===== config.mk =====
export PLATFORM = sky130hd
export DESIGN_NAME = process_queue_manager
export DESIGN_NICKNAME = d
export VERILOG_FILES = /design/src/sv/pqm_pkg.sv /design/src/sv/pqm_ram.sv /design/src/sv/process_queue_manager.sv
export SDC_FILE = /design/constraint.sdc
export NUM_CORES = 2
export LEC_CHECK = 0
export CAP_MARGIN = 25
export CELL_PAD_IN_SITES_DETAIL_PLACEMENT = 0
export CELL_PAD_IN_SITES_GLOBAL_PLACEMENT = 2
export CORE_MARGIN = 3
export CORE_UTILIZATION = 24
export CTS_CLUSTER_SIZE = 16
export DETAILED_ROUTE_END_ITERATION = 8
export DONT_BUFFER_PORTS = 1
export GPL_ROUTABILITY_DRIVEN = 0
export HOLD_SLACK_MARGIN = 0.02
export MAX_ROUTING_LAYER = met4
export PLACE_DENSITY_LB_ADDON = 0.1
export RECOVER_POWER = 25
export SYNTH_ARGS = -nofsm -noshare
export SYNTH_HDL_FRONTEND = slang
export SYNTH_SLANG_ARGS = --single-unit

===== constraint.sdc =====
create_clock -name i_clk -period 6.4 [get_ports i_clk]
set_input_delay 0.64 -clock i_clk [delete_from_list [all_inputs] [get_ports i_clk]]
set_output_delay 0.64 -clock i_clk [all_outputs]
set_load 0.05 [all_outputs]

===== src/sv/pqm_pkg.sv =====
// ----------------------------------------------------------------------------
// pqm_pkg
// Types, codes and defaults used by the process queue manager.
// ----------------------------------------------------------------------------
package pqm_pkg;

    localparam int DEF_SLOTS      = 32;
    localparam int DEF_NAME_BYTES = 8;
    localparam int NUM_QUEUES     = 4;

    localparam logic [3:0] MAX_PRIO = 4'd9;

    localparam logic [1:0] KIND_INSERT = 2'd0;
    localparam logic [1:0] KIND_REMOVE = 2'd1;
    localparam logic [1:0] KIND_FIND   = 2'd2;

    localparam logic [1:0] ST_OK        = 2'd0;
    localparam logic [1:0] ST_BAD       = 2'd1;
    localparam logic [1:0] ST_EMPTY     = 2'd2;
    localparam logic [1:0] ST_NOT_FOUND = 2'd3;

    localparam logic [1:0] Q_READY = 2'd0;
    localparam logic [1:0] Q_LAST  = 2'd3;

    typedef struct packed {
        logic [1:0]  kind;
        logic [4:0]  handle;
        logic [63:0] name_key;
        logic [3:0]  priority_req;
        logic        blocked;
        logic        suspended;
    } t_in;

    typedef struct packed {
        logic [1:0] status;
        logic [4:0] found_handle;
        logic [1:0] found_queue;
    } t_out;

endpackage


===== src/sv/pqm_ram.sv =====
// ----------------------------------------------------------------------------
// pqm_ram
// Simple dual port memory, one write and one registered read per cycle.
// ----------------------------------------------------------------------------
module pqm_ram #(
    parameter int WIDTH = 8,
    parameter int DEPTH = 32
) (
    input  logic                     i_clk,
    input  logic                     i_we,
    input  logic [$clog2(DEPTH)-1:0] i_waddr,
    input  logic [WIDTH-1:0]         i_wdata,
    input  logic [$clog2(DEPTH)-1:0] i_raddr,
    output logic [WIDTH-1:0]         o_rdata
);

    logic [WIDTH-1:0] r_mem [DEPTH];

    always_ff @(posedge i_clk) begin
        if (i_we) begin
            r_mem[i_waddr] <= i_wdata;
        end
        o_rdata <= r_mem[i_raddr];
    end

endmodule


===== src/sv/process_queue_manager.sv =====
// ----------------------------------------------------------------------------
// process_queue_manager
// Four doubly linked process queues kept in link and entry memories.
// ----------------------------------------------------------------------------
//  channel  dir  handshake                       payload
//  in       in   i_in_valid / o_in_stall         i_in_data  (t_in)
//  out      out  o_out_valid / i_out_stall       o_out_data (t_out)
//
//  one request at a time; a bad request goes straight to done, remove via
//  issue and rmw, tail insert via lnk1 and lnk2; ready-queue insert and find
//  walk one linked entry per cycle through the memory read port
//  reset clears queue heads, tails and queued flags at once, no clearing pass
//  a finished result waits in the output register while the next beat enters
// ----------------------------------------------------------------------------
module process_queue_manager
    import pqm_pkg::*;
#(
    parameter int SLOTS      = DEF_SLOTS,
    parameter int NAME_BYTES = DEF_NAME_BYTES
) (
    input  logic i_clk,
    input  logic i_rst_n,
    input  logic i_in_valid,
    output logic o_in_stall,
    input  t_in  i_in_data,
    output logic o_out_valid,
    input  logic i_out_stall,
    output t_out o_out_data
);

    localparam int IW = $clog2(SLOTS);
    localparam int LW = IW + 1;
    localparam int NW = 8 * NAME_BYTES;
    localparam int EW = NW + 4 + 2;
    localparam logic [LW-1:0] NIL = {1'b1, {IW{1'b0}}};

    localparam logic [2:0] S_IDLE  = 3'd0;
    localparam logic [2:0] S_ISSUE = 3'd1;
    localparam logic [2:0] S_WALK  = 3'd2;
    localparam logic [2:0] S_LNK1  = 3'd3;
    localparam logic [2:0] S_LNK2  = 3'd4;
    localparam logic [2:0] S_RMW   = 3'd5;
    localparam logic [2:0] S_DONE  = 3'd6;

    logic [2:0]       r_state;
    t_in              r_req;
    logic [LW-1:0]    r_cur, r_a, r_b, r_c, r_d;
    logic [1:0]       r_qi;
    logic [1:0]       r_status;
    logic [4:0]       r_fh;
    logic [1:0]       r_fq;
    logic [SLOTS-1:0] r_queued;
    logic [LW-1:0]    r_head [NUM_QUEUES];
    logic [LW-1:0]    r_tail [NUM_QUEUES];

    // memory ports
    logic          nx_we, pv_we, en_we;
    logic [IW-1:0] nx_waddr, pv_waddr, raddr;
    logic [LW-1:0] nx_wdata, pv_wdata, nx_rd, pv_rd;
    logic [EW-1:0] en_rd;

    logic          accept, in_hok, in_queued;
    logic [IW-1:0] in_hidx, hidx;
    logic [LW-1:0] hlink;
    logic [1:0]    in_q, req_q, en_q;
    logic [3:0]    en_prio;
    logic [NW-1:0] en_name;

    assign accept    = i_in_valid && !o_in_stall;
    assign o_in_stall = (r_state != S_IDLE);
    assign in_hok    = (32'(i_in_data.handle) < SLOTS);
    assign in_hidx   = IW'(i_in_data.handle);
    assign in_queued = r_queued[in_hidx];
    assign in_q      = {i_in_data.suspended, i_in_data.blocked};
    assign hidx      = IW'(r_req.handle);
    assign hlink     = {1'b0, hidx};
    assign req_q     = {r_req.suspended, r_req.blocked};
    assign {en_name, en_prio, en_q} = en_rd;

    // walk follows the next link straight out of the read data
    assign raddr = (r_state == S_WALK) ? nx_rd[IW-1:0] : r_cur[IW-1:0];

    always_comb begin
        nx_we = 1'b0; nx_waddr = hidx; nx_wdata = r_a;
        pv_we = 1'b0; pv_waddr = hidx; pv_wdata = r_b;
        en_we = 1'b0;
        case (r_state)
            S_LNK1: begin
                nx_we = 1'b1;
                pv_we = 1'b1;
                en_we = 1'b1;
            end
            S_LNK2: begin
                nx_we = !r_c[IW]; nx_waddr = r_c[IW-1:0]; nx_wdata = hlink;
                pv_we = !r_d[IW]; pv_waddr = r_d[IW-1:0]; pv_wdata = hlink;
            end
            S_RMW: begin
                nx_we = !pv_rd[IW]; nx_waddr = pv_rd[IW-1:0]; nx_wdata = nx_rd;
                pv_we = !nx_rd[IW]; pv_waddr = nx_rd[IW-1:0]; pv_wdata = pv_rd;
            end
            default: ;
        endcase
    end

    pqm_ram #(.WIDTH(LW), .DEPTH(SLOTS)) u_next (
        .i_clk(i_clk), .i_we(nx_we), .i_waddr(nx_waddr), .i_wdata(nx_wdata),
        .i_raddr(raddr), .o_rdata(nx_rd)
    );

    pqm_ram #(.WIDTH(LW), .DEPTH(SLOTS)) u_prev (
        .i_clk(i_clk), .i_we(pv_we), .i_waddr(pv_waddr), .i_wdata(pv_wdata),
        .i_raddr(raddr), .o_rdata(pv_rd)
    );

    pqm_ram #(.WIDTH(EW), .DEPTH(SLOTS)) u_entry (
        .i_clk(i_clk), .i_we(en_we), .i_waddr(hidx),
        .i_wdata({r_req.name_key[NW-1:0], r_req.priority_req, req_q}),
        .i_raddr(raddr), .o_rdata(en_rd)
    );

    always_ff @(posedge i_clk) begin
        if (!i_rst_n) begin
            r_state     <= S_IDLE;
            r_queued    <= '0;
            o_out_valid <= 1'b0;
            for (int i = 0; i < NUM_QUEUES; i++) begin
                r_head[i] <= NIL;
                r_tail[i] <= NIL;
            end
        end else begin
            if (o_out_valid && !i_out_stall && r_state != S_DONE) begin
                o_out_valid <= 1'b0;
            end
            case (r_state)
                S_IDLE: begin
                    if (accept) begin
                        r_req    <= i_in_data;
                        r_fh     <= '0;
                        r_fq     <= '0;
                        r_status <= ST_BAD;
                        r_qi     <= Q_READY;
                        r_state  <= S_DONE;
                        case (i_in_data.kind)
                            KIND_INSERT: begin
                                if (in_hok && !in_queued
                                        && i_in_data.priority_req <= MAX_PRIO) begin
                                    if (in_q != Q_READY || r_head[Q_READY][IW]) begin
                                        r_a     <= NIL;
                                        r_b     <= r_tail[in_q];
                                        r_c     <= r_tail[in_q];
                                        r_d     <= NIL;
                                        r_state <= S_LNK1;
                                    end else begin
                                        r_cur   <= r_head[Q_READY];
                                        r_state <= S_ISSUE;
                                    end
                                end
                            end
                            KIND_REMOVE: begin
                                if (in_hok && in_queued) begin
                                    r_cur   <= {1'b0, in_hidx};
                                    r_state <= S_ISSUE;
                                end
                            end
                            KIND_FIND: begin
                                r_cur   <= r_head[Q_READY];
                                r_state <= S_ISSUE;
                            end
                            default: ;
                        endcase
                    end
                end
                S_ISSUE: begin
                    if (r_req.kind == KIND_REMOVE) begin
                        r_state <= S_RMW;
                    end else if (!r_cur[IW]) begin
                        r_state <= S_WALK;
                    end else if (r_qi == Q_LAST) begin
                        r_status <= ST_NOT_FOUND;
                        r_state  <= S_DONE;
                    end else begin
                        r_qi  <= r_qi + 2'd1;
                        r_cur <= r_head[r_qi + 2'd1];
                    end
                end
                S_WALK: begin
                    if (r_req.kind == KIND_INSERT) begin
                        if (en_prio <= r_req.priority_req) begin
                            if (nx_rd[IW]) begin
                                r_a     <= NIL;
                                r_b     <= r_tail[Q_READY];
                                r_c     <= r_tail[Q_READY];
                                r_d     <= NIL;
                                r_state <= S_LNK1;
                            end else begin
                                r_cur <= nx_rd;
                            end
                        end else begin
                            // link in ahead of the current entry
                            r_a     <= r_cur;
                            r_b     <= pv_rd;
                            r_c     <= pv_rd;
                            r_d     <= r_cur;
                            r_state <= S_LNK1;
                        end
                    end else if (en_name == r_req.name_key[NW-1:0]) begin
                        r_status <= ST_OK;
                        r_fh     <= 5'(r_cur[IW-1:0]);
                        r_fq     <= r_qi;
                        r_state  <= S_DONE;
                    end else if (!nx_rd[IW]) begin
                        r_cur <= nx_rd;
                    end else if (r_qi == Q_LAST) begin
                        r_status <= ST_NOT_FOUND;
                        r_state  <= S_DONE;
                    end else begin
                        r_qi    <= r_qi + 2'd1;
                        r_cur   <= r_head[r_qi + 2'd1];
                        r_state <= S_ISSUE;
                    end
                end
                S_LNK1: begin
                    r_queued[hidx] <= 1'b1;
                    if (r_c[IW]) begin
                        r_head[req_q] <= hlink;
                    end
                    if (r_d[IW]) begin
                        r_tail[req_q] <= hlink;
                    end
                    r_state <= S_LNK2;
                end
                S_LNK2: begin
                    r_status <= ST_OK;
                    r_state  <= S_DONE;
                end
                S_RMW: begin
                    r_queued[hidx] <= 1'b0;
                    if (pv_rd[IW]) begin
                        r_head[en_q] <= nx_rd;
                    end
                    if (nx_rd[IW]) begin
                        r_tail[en_q] <= pv_rd;
                    end
                    r_status <= ST_OK;
                    r_state  <= S_DONE;
                end
                S_DONE: begin
                    if (!o_out_valid || !i_out_stall) begin
                        o_out_valid             <= 1'b1;
                        o_out_data.status       <= r_status;
                        o_out_data.found_handle <= r_fh;
                        o_out_data.found_queue  <= r_fq;
                        r_state                 <= S_IDLE;
                    end
                end
                default: r_state <= S_IDLE;
            endcase
        end
    end

endmodule

; Word-level counts from Yosys, hierarchy flattened
; Memories as Yosys holds them, arrays and structs flattened. A register that Yosys moved wholly into a read port is not among the register bits.
; Cells that the tools add are included.
[totals]
ff_bits = 151
mem_bits_rw = 2672
inputBits = 81
output_inout_bits = 11
wordCells = 231
n_memories = 5
[memory_table]
columns = name, words, word_bits, read_ports, rd_ports_with_merged_regs, wr, line
row1 = u_entry.r_mem, 32, 70, 1, 1, 1, pqm_ram.sv:17  ; logic [WIDTH-1:0] r_mem [DEPTH];
row2 = u_next.r_mem, 32, 6, 1, 1, 1, pqm_ram.sv:17
row3 = u_prev.r_mem, 32, 6, 1, 1, 1, pqm_ram.sv:17
row4 = r_head, 4, 6, 2, 0, 4, process_queue_manager.sv:53  ; logic [LW-1:0] r_head [NUM_QUEUES];
row5 = r_tail, 4, 6, 2, 0, 4, process_queue_manager.sv:54  ; logic [LW-1:0] r_tail [NUM_QUEUES];
[classes]
add_sub_neg = 1
magnitude_cmp = 5
eq_ne = 38
muxes = 121
bitwise_logic = 3
reduce_logical = 38
[op_table]
columns = operator, count
row1 = $mux W6, 31
row2 = $eq A64 B64 Y1, 1
row3 = $pmux W32 S2, 1
row4 = $pmux W6 S2, 4
row5 = $mux W2, 21
row6 = $mux W3, 13
row7 = $pmux W6 S3, 2
row8 = $mux W1, 33
row9 = $and A32 B32 Y32, 1
row10 = $not A32 Y32, 1
row11 = $or A32 B32 Y32, 1
row12 = $pmux W5 S2, 3
row13 = $reduce_or A6 Y1, 4
row14 = $ne A3 B3 Y1 const B, 7
row15 = $mux W5, 4
row16 = $ne A2 B2 Y1 const B, 9
row17 = $pmux W3 S6, 1
row18 = $reduce_and A8 Y1, 2
row19 = $reduce_and A14 Y1, 1
row20 = $lt A5 B6 Y1 const B, 2
row21 = $reduce_and A12 Y1, 1
row22 = $reduce_and A5 Y1, 2
row23 = $eq A3 B3 Y1 const B, 3
row24 = $pmux W3 S3, 1
row25 = other kinds (31), 57

; Logic depth before layout (Yosys ltp)
[depth]
word_depth = 8
ltp_mapped = 12
mapped_depth_nobuf = 10

; Cells and area by module
; From an unflattened synthesis, not the netlist that was laid out.
[unflattened]
cells_unflattened = 4878
area_unflattened_um2 = 111255.5
[by_module_without_submodules]
columns = mod, n_inst, cells_per_inst, area_per_inst_um2, seq_area_each_um2
row1 = pqm_ram (u_entry), 1, 3388, 86392.9, 68665.9
row2 = pqm_ram (u_next ...), 2, 323, 7589.8, 5885.6
row3 = process_queue_manager, 1, 844, 9683.0, 5615.4

; Worst setup path after synthesis
; No wires, ideal clock.
[synth_timing]
path_type = register to register
startpoint = register r_state[0]
endpoint = register (tool-made name)
setup_time_ns = 0.071
arrival_time_ns = 4.746
required_ns = 6.329
slack_ns = 1.582
path_stages_with_launch = 7
n_path_buf = 2
period_less_slack_ns = 4.818
cell_sequence = dfxtp_1 > buf_2 > and3b_1 > clkbuf_1 > nand3_1 > nor2_1 > o221a_2
[synth_lines]
columns = element, line
row1 = from (decl), process_queue_manager.sv:45  ; logic [2:0] r_state;
row2 = from (signal assigned), process_queue_manager.sv:123  ; r_state <= S_IDLE;
row3 = from (signal assigned), process_queue_manager.sv:142  ; r_state <= S_DONE;
row4 = from (signal assigned), process_queue_manager.sv:152  ; r_state <= S_LNK1;

; Final worst setup path
[layout_timing]
startpoint = register r_req[50] (netlist name)
endpoint = register r_cur[4] (enable)
[layout_between]
elab_chain_len = 3
[layout_lines]
columns = element, line
row1 = from (decl), process_queue_manager.sv:46  ; t_in r_req;
row2 = from (signal assigned), process_queue_manager.sv:137  ; r_req <= i_in_data;
row3 = $eq A64 B64 Y1, process_queue_manager.sv:206  ; end else if (en_name == r_req.name_key[NW-1:0]) begin
row4 = $ne A3 B3 Y1 (no line), --
row5 = $reduce_and A14 Y1 (no line), --
row6 = to (signal assigned), process_queue_manager.sv:196  ; r_cur <= nx_rd;
row7 = to (signal assigned), process_queue_manager.sv:212  ; r_cur <= nx_rd;
row8 = to (signal assigned), process_queue_manager.sv:218  ; r_cur <= r_head[r_qi + 2'd1];
row9 = to (decl), process_queue_manager.sv:47  ; logic [LW-1:0] r_cur, r_a, r_b, r_c, r_d;
; Every way passes these cells.
; A chain may end at the register's enable or synchronous reset.

==> impl_metrics.csv <==
group,metric,value,unit
clocking,clock_path_buffers,4,
yosys,synthFlopType,"edfxtp_1",
clocking,clk-insertion-delay-late,0.93,ns
timing,slew-limit-headroom,-0.167,
setup_path,cpMaxStageDelayCell,"clkbuf_1",
power,power.leakage,44.8,nW
detailed_routing,routed-via-count,71700,
global_route,antenna_found_initial,33,
yosys,synth_edf_count,2787,
yosys,netlist_instances,8515,
power,switching_share,0.370,
timing,worst_pin_slew,1.75,ns
timing,hold_viol,0,
floorplan,rows,252,
power,p_clk_frac,0.318,
status,violations,"capacitance limit, slew limit",
yosys,synth_cell_types,54,
timing,tns,0,ns
yosys,synth_async_sr_flop_share,0,
detailed_routing,drtAntennaViolNets,0,
final_layout,area_growth,18.7,%
yosys,syn_area,114000,um^2
clocking,cts-root-buf,"clkbuf_16",
setup_path,crit_fanout,33,
clocking,cts_buffers,360,
detailed_routing,initialDrtViolationCount,5902,
clocking,htreeDepth,5,
setup_path,crit_family,"simple AND/OR/NAND/NOR gates",
yosys,yosys_warnings,0,
clocking,cts_num_sinks,2905,
power,switchingPower,23.0,mW
placement,port_buffers,0,
final_layout,postLayoutCoreUtil,0.287,
global_route,grt-ovfl-total,0,
setup_path,crit_chain,"clkbuf_1 -> xnor2_1 -> nand4_1 -> nor4_2 -> buf_4 -> nand4_1 -> buf_4 -> mux2i_1 -> o21ai_0 -> and3_1 -> a21boi_0",
clocking,cts.clk_slew.worst_paths,0.06,ns
global_route,grt_max_degree,127,
setup_path,arrival,5.76,ns
setup_path,cp_num_buf_inv,3,
power,powerDensity,459,nW/um^2
clocking,cts_setup_buffers,0,
floorplan,die_w,696,um
final_layout,drive_gt1_frac,0.0963,
timing,finalClockSkew,0.0331,ns
global_route,busiest_layer,"met2",
global_route,grt_pass1_wl,583000,um
placement,dp_hpwl,209000,um
detailed_routing,wl,422000,um
timing,rsz0062_at_grt,"no",
clocking,cts_tree,"done",
floorplan,die_h,696,um
detailed_routing,wire_per_inst,27.7,um
placement,post-place-cells,14500,
yosys,avgSynthCellArea,13.4,um^2
power,p_int,39.2,mW
detailed_routing,vias_per_cell,4.71,
floorplan,io_pins,92,
final_layout,final_cell_mix,"2787 x edfxtp_1, 2709 x nand2_1, 677 x nand3_1",
final_layout,layoutNonFillerInstCount,15200,
setup_path,start_kind,"flip-flop",
power,irDropWorstVdd,410,uV
detailed_routing,drt_first_pass_iters,7,
power,pwr-share-comb,0.319,
yosys,ys_seq_elements,2905,
floorplan,coreArea,473000,um^2
yosys,yosysSeqAreaShare,0.753,
global_route,met2_usage,0.277,
power,p_seq_frac,0.362,
global_route,grt_util_met1,0.237,
final_layout,final_common_cell,"edfxtp_1",
setup_path,critPathKind,"flip-flop to flip-flop",
final_layout,finish.net_count,8773,
timing,min_period,5.19,ns
status,status,"finished with violations",
floorplan,die-area,485000,um^2
global_route,grt_pass1_vias,71700,
yosys,synth_fp_nets,8603,
timing,setup_viol,0,
global_route,track_usage,0.175,
timing,final_max_slew_viol_count,372,
setup_path,worst_path_largest_cell_delay,1.08,ns
detailed_routing,post-route-drc-count,0,
setup_path,critPathRequiredTime,6.97,ns
setup_path,critPathCaptureType,"flip-flop",
floorplan,initial_core_util,0.242,
job,drv_cap,11,
clocking,cts_resized,0,
worst_hold_path,hold_class,"primary input to flip-flop",
timing,post-route-period-util,0.811,
timing,fmax,0.193,GHz
global_route,met3_usage,0.0216,
-- final timing paths --
path | cells past startpoint | startpoint | slack (ns) | to
max | 11 | r_req[50] | 1.21 | r_cur[4]
min | 1 | i_rst_n | 0.14 | r_head[1][2]
max reg2reg | 11 | r_req[50] | 1.21 | r_cur[4]
min reg2reg | 0 | r_fh[3] | 0.44 | o_out_data[5]
-- metal layers --
metal / part of all wire / routed length (um)
met4: 0.025 / 10700
met1: 0.47 / 196000
met3: 0.039 / 16600
met2: 0.47 / 198000
met5: 0 / 0
-- power by group through the flow --
stage	sequential, mW	clock [mW]	combinational (mW)
2_1_floorplan	22.9	0	11.6
3_3_place_gp	23.0	0	20.2
3_5_place_dp	22.9	0	20.3
4_1_cts	22.6	20.5	20.5
5_1_grt	22.6	21.2	21.8
6_report	22.5	19.8	19.9
-- area by class of cell --
cell class	count	area [um^2]
Tap cell	6223	7790
Multi-Input combinational cell	4999	26100
Clock buffer	498	9980
Timing Repair Buffer	386	4190
Sequential cell	2905	86100
Clock inverter	168	1360
Antenna cell	18	45.0
Fill cell	47500	337000
Inverter	33	124
-- Yosys cell counts, types with 3 or more instances --
cell type | instances | area, um^2
a21oi_1 | 23 | 115
a22o_1 | 7 | 61.3
a22oi_1 | 9 | 67.6
a311oi_1 | 660 | 5780
a31o_2 | 6 | 52.6
a31oi_1 | 22 | 138
and2_1 | 22 | 138
and3_1 | 345 | 2160
buf_1 | 17 | 63.8
buf_2 | 248 | 1240
clkbuf_1 | 311 | 1170
dfxtp_1 | 118 | 2360
edfxtp_1 | 2787 | 83700
ha_1 | 7 | 87.6
inv_1 | 33 | 124
mux2i_1 | 30 | 300
mux4_2 | 12 | 270
nand2_1 | 2710 | 10200
nand2b_1 | 5 | 31.3
nand3_1 | 677 | 3390
nand3b_1 | 3 | 22.5
nand4_1 | 18 | 113
nor2_1 | 160 | 601
nor2b_1 | 13 | 81.3
nor3_1 | 11 | 55.1
nor3b_1 | 4 | 30.0
nor4_1 | 89 | 557
o21a_1 | 6 | 45.0
o21ai_0 | 25 | 125
o221a_2 | 32 | 360
o221ai_1 | 4 | 35.0
o22ai_1 | 5 | 31.3
o31a_1 | 3 | 26.3
or3_1 | 5 | 31.3
or3b_2 | 3 | 26.3
xnor2_1 | 64 | 561
-- repair_timing --
action | in CTS | in global routing
hold buffers | 81 | 0
setup endpoints to repair | 0 | 0
endpoints found under the hold margin | 130 | 0
-- per-stage QoR --
| stage | worst slack, ns | power, mW | area [um^2] | hold slack (ns) |
|---|---|---|---|---|
| finish | 1.21 | 62.2 | 136000 | 0.137 |
| global route | 0.745 | 65.6 | 136000 | 0.0921 |
| CTS | 1.43 | 63.5 | 136000 | 0.0246 |
| detailed placement | 1.47 | 43.3 | 124000 | 0.407 |
| global placement | -0.316 | 43.2 | 123000 | 0.445 |
| floorplan | 1.58 | 34.5 | 114000 | 0.400 |
-- logic make-up after synthesis --
group | count (synthesis) | synth area share
flops | 2905 | 0.753
fa+ha+maj | 7 | 0.000766
buf+inv | 611 | 0.0228
xor+xnor | 64 | 0.00490
compound gates | 815 | 0.0608
mux | 44 | 0.00529
simple gates | 4069 | 0.153
-- sequential cells by signal (all words and copies together), names as in the netlist, 9 cells and up, named ones only --
signal / cells
r_req: 72
u_prev.r_mem: 192
u_entry.o_rdata: 70
u_entry.r_mem: 2240
r_head: 24
r_tail: 24
o_out_data: 9
u_next.r_mem: 192
(Power assumes the default switching activity.)
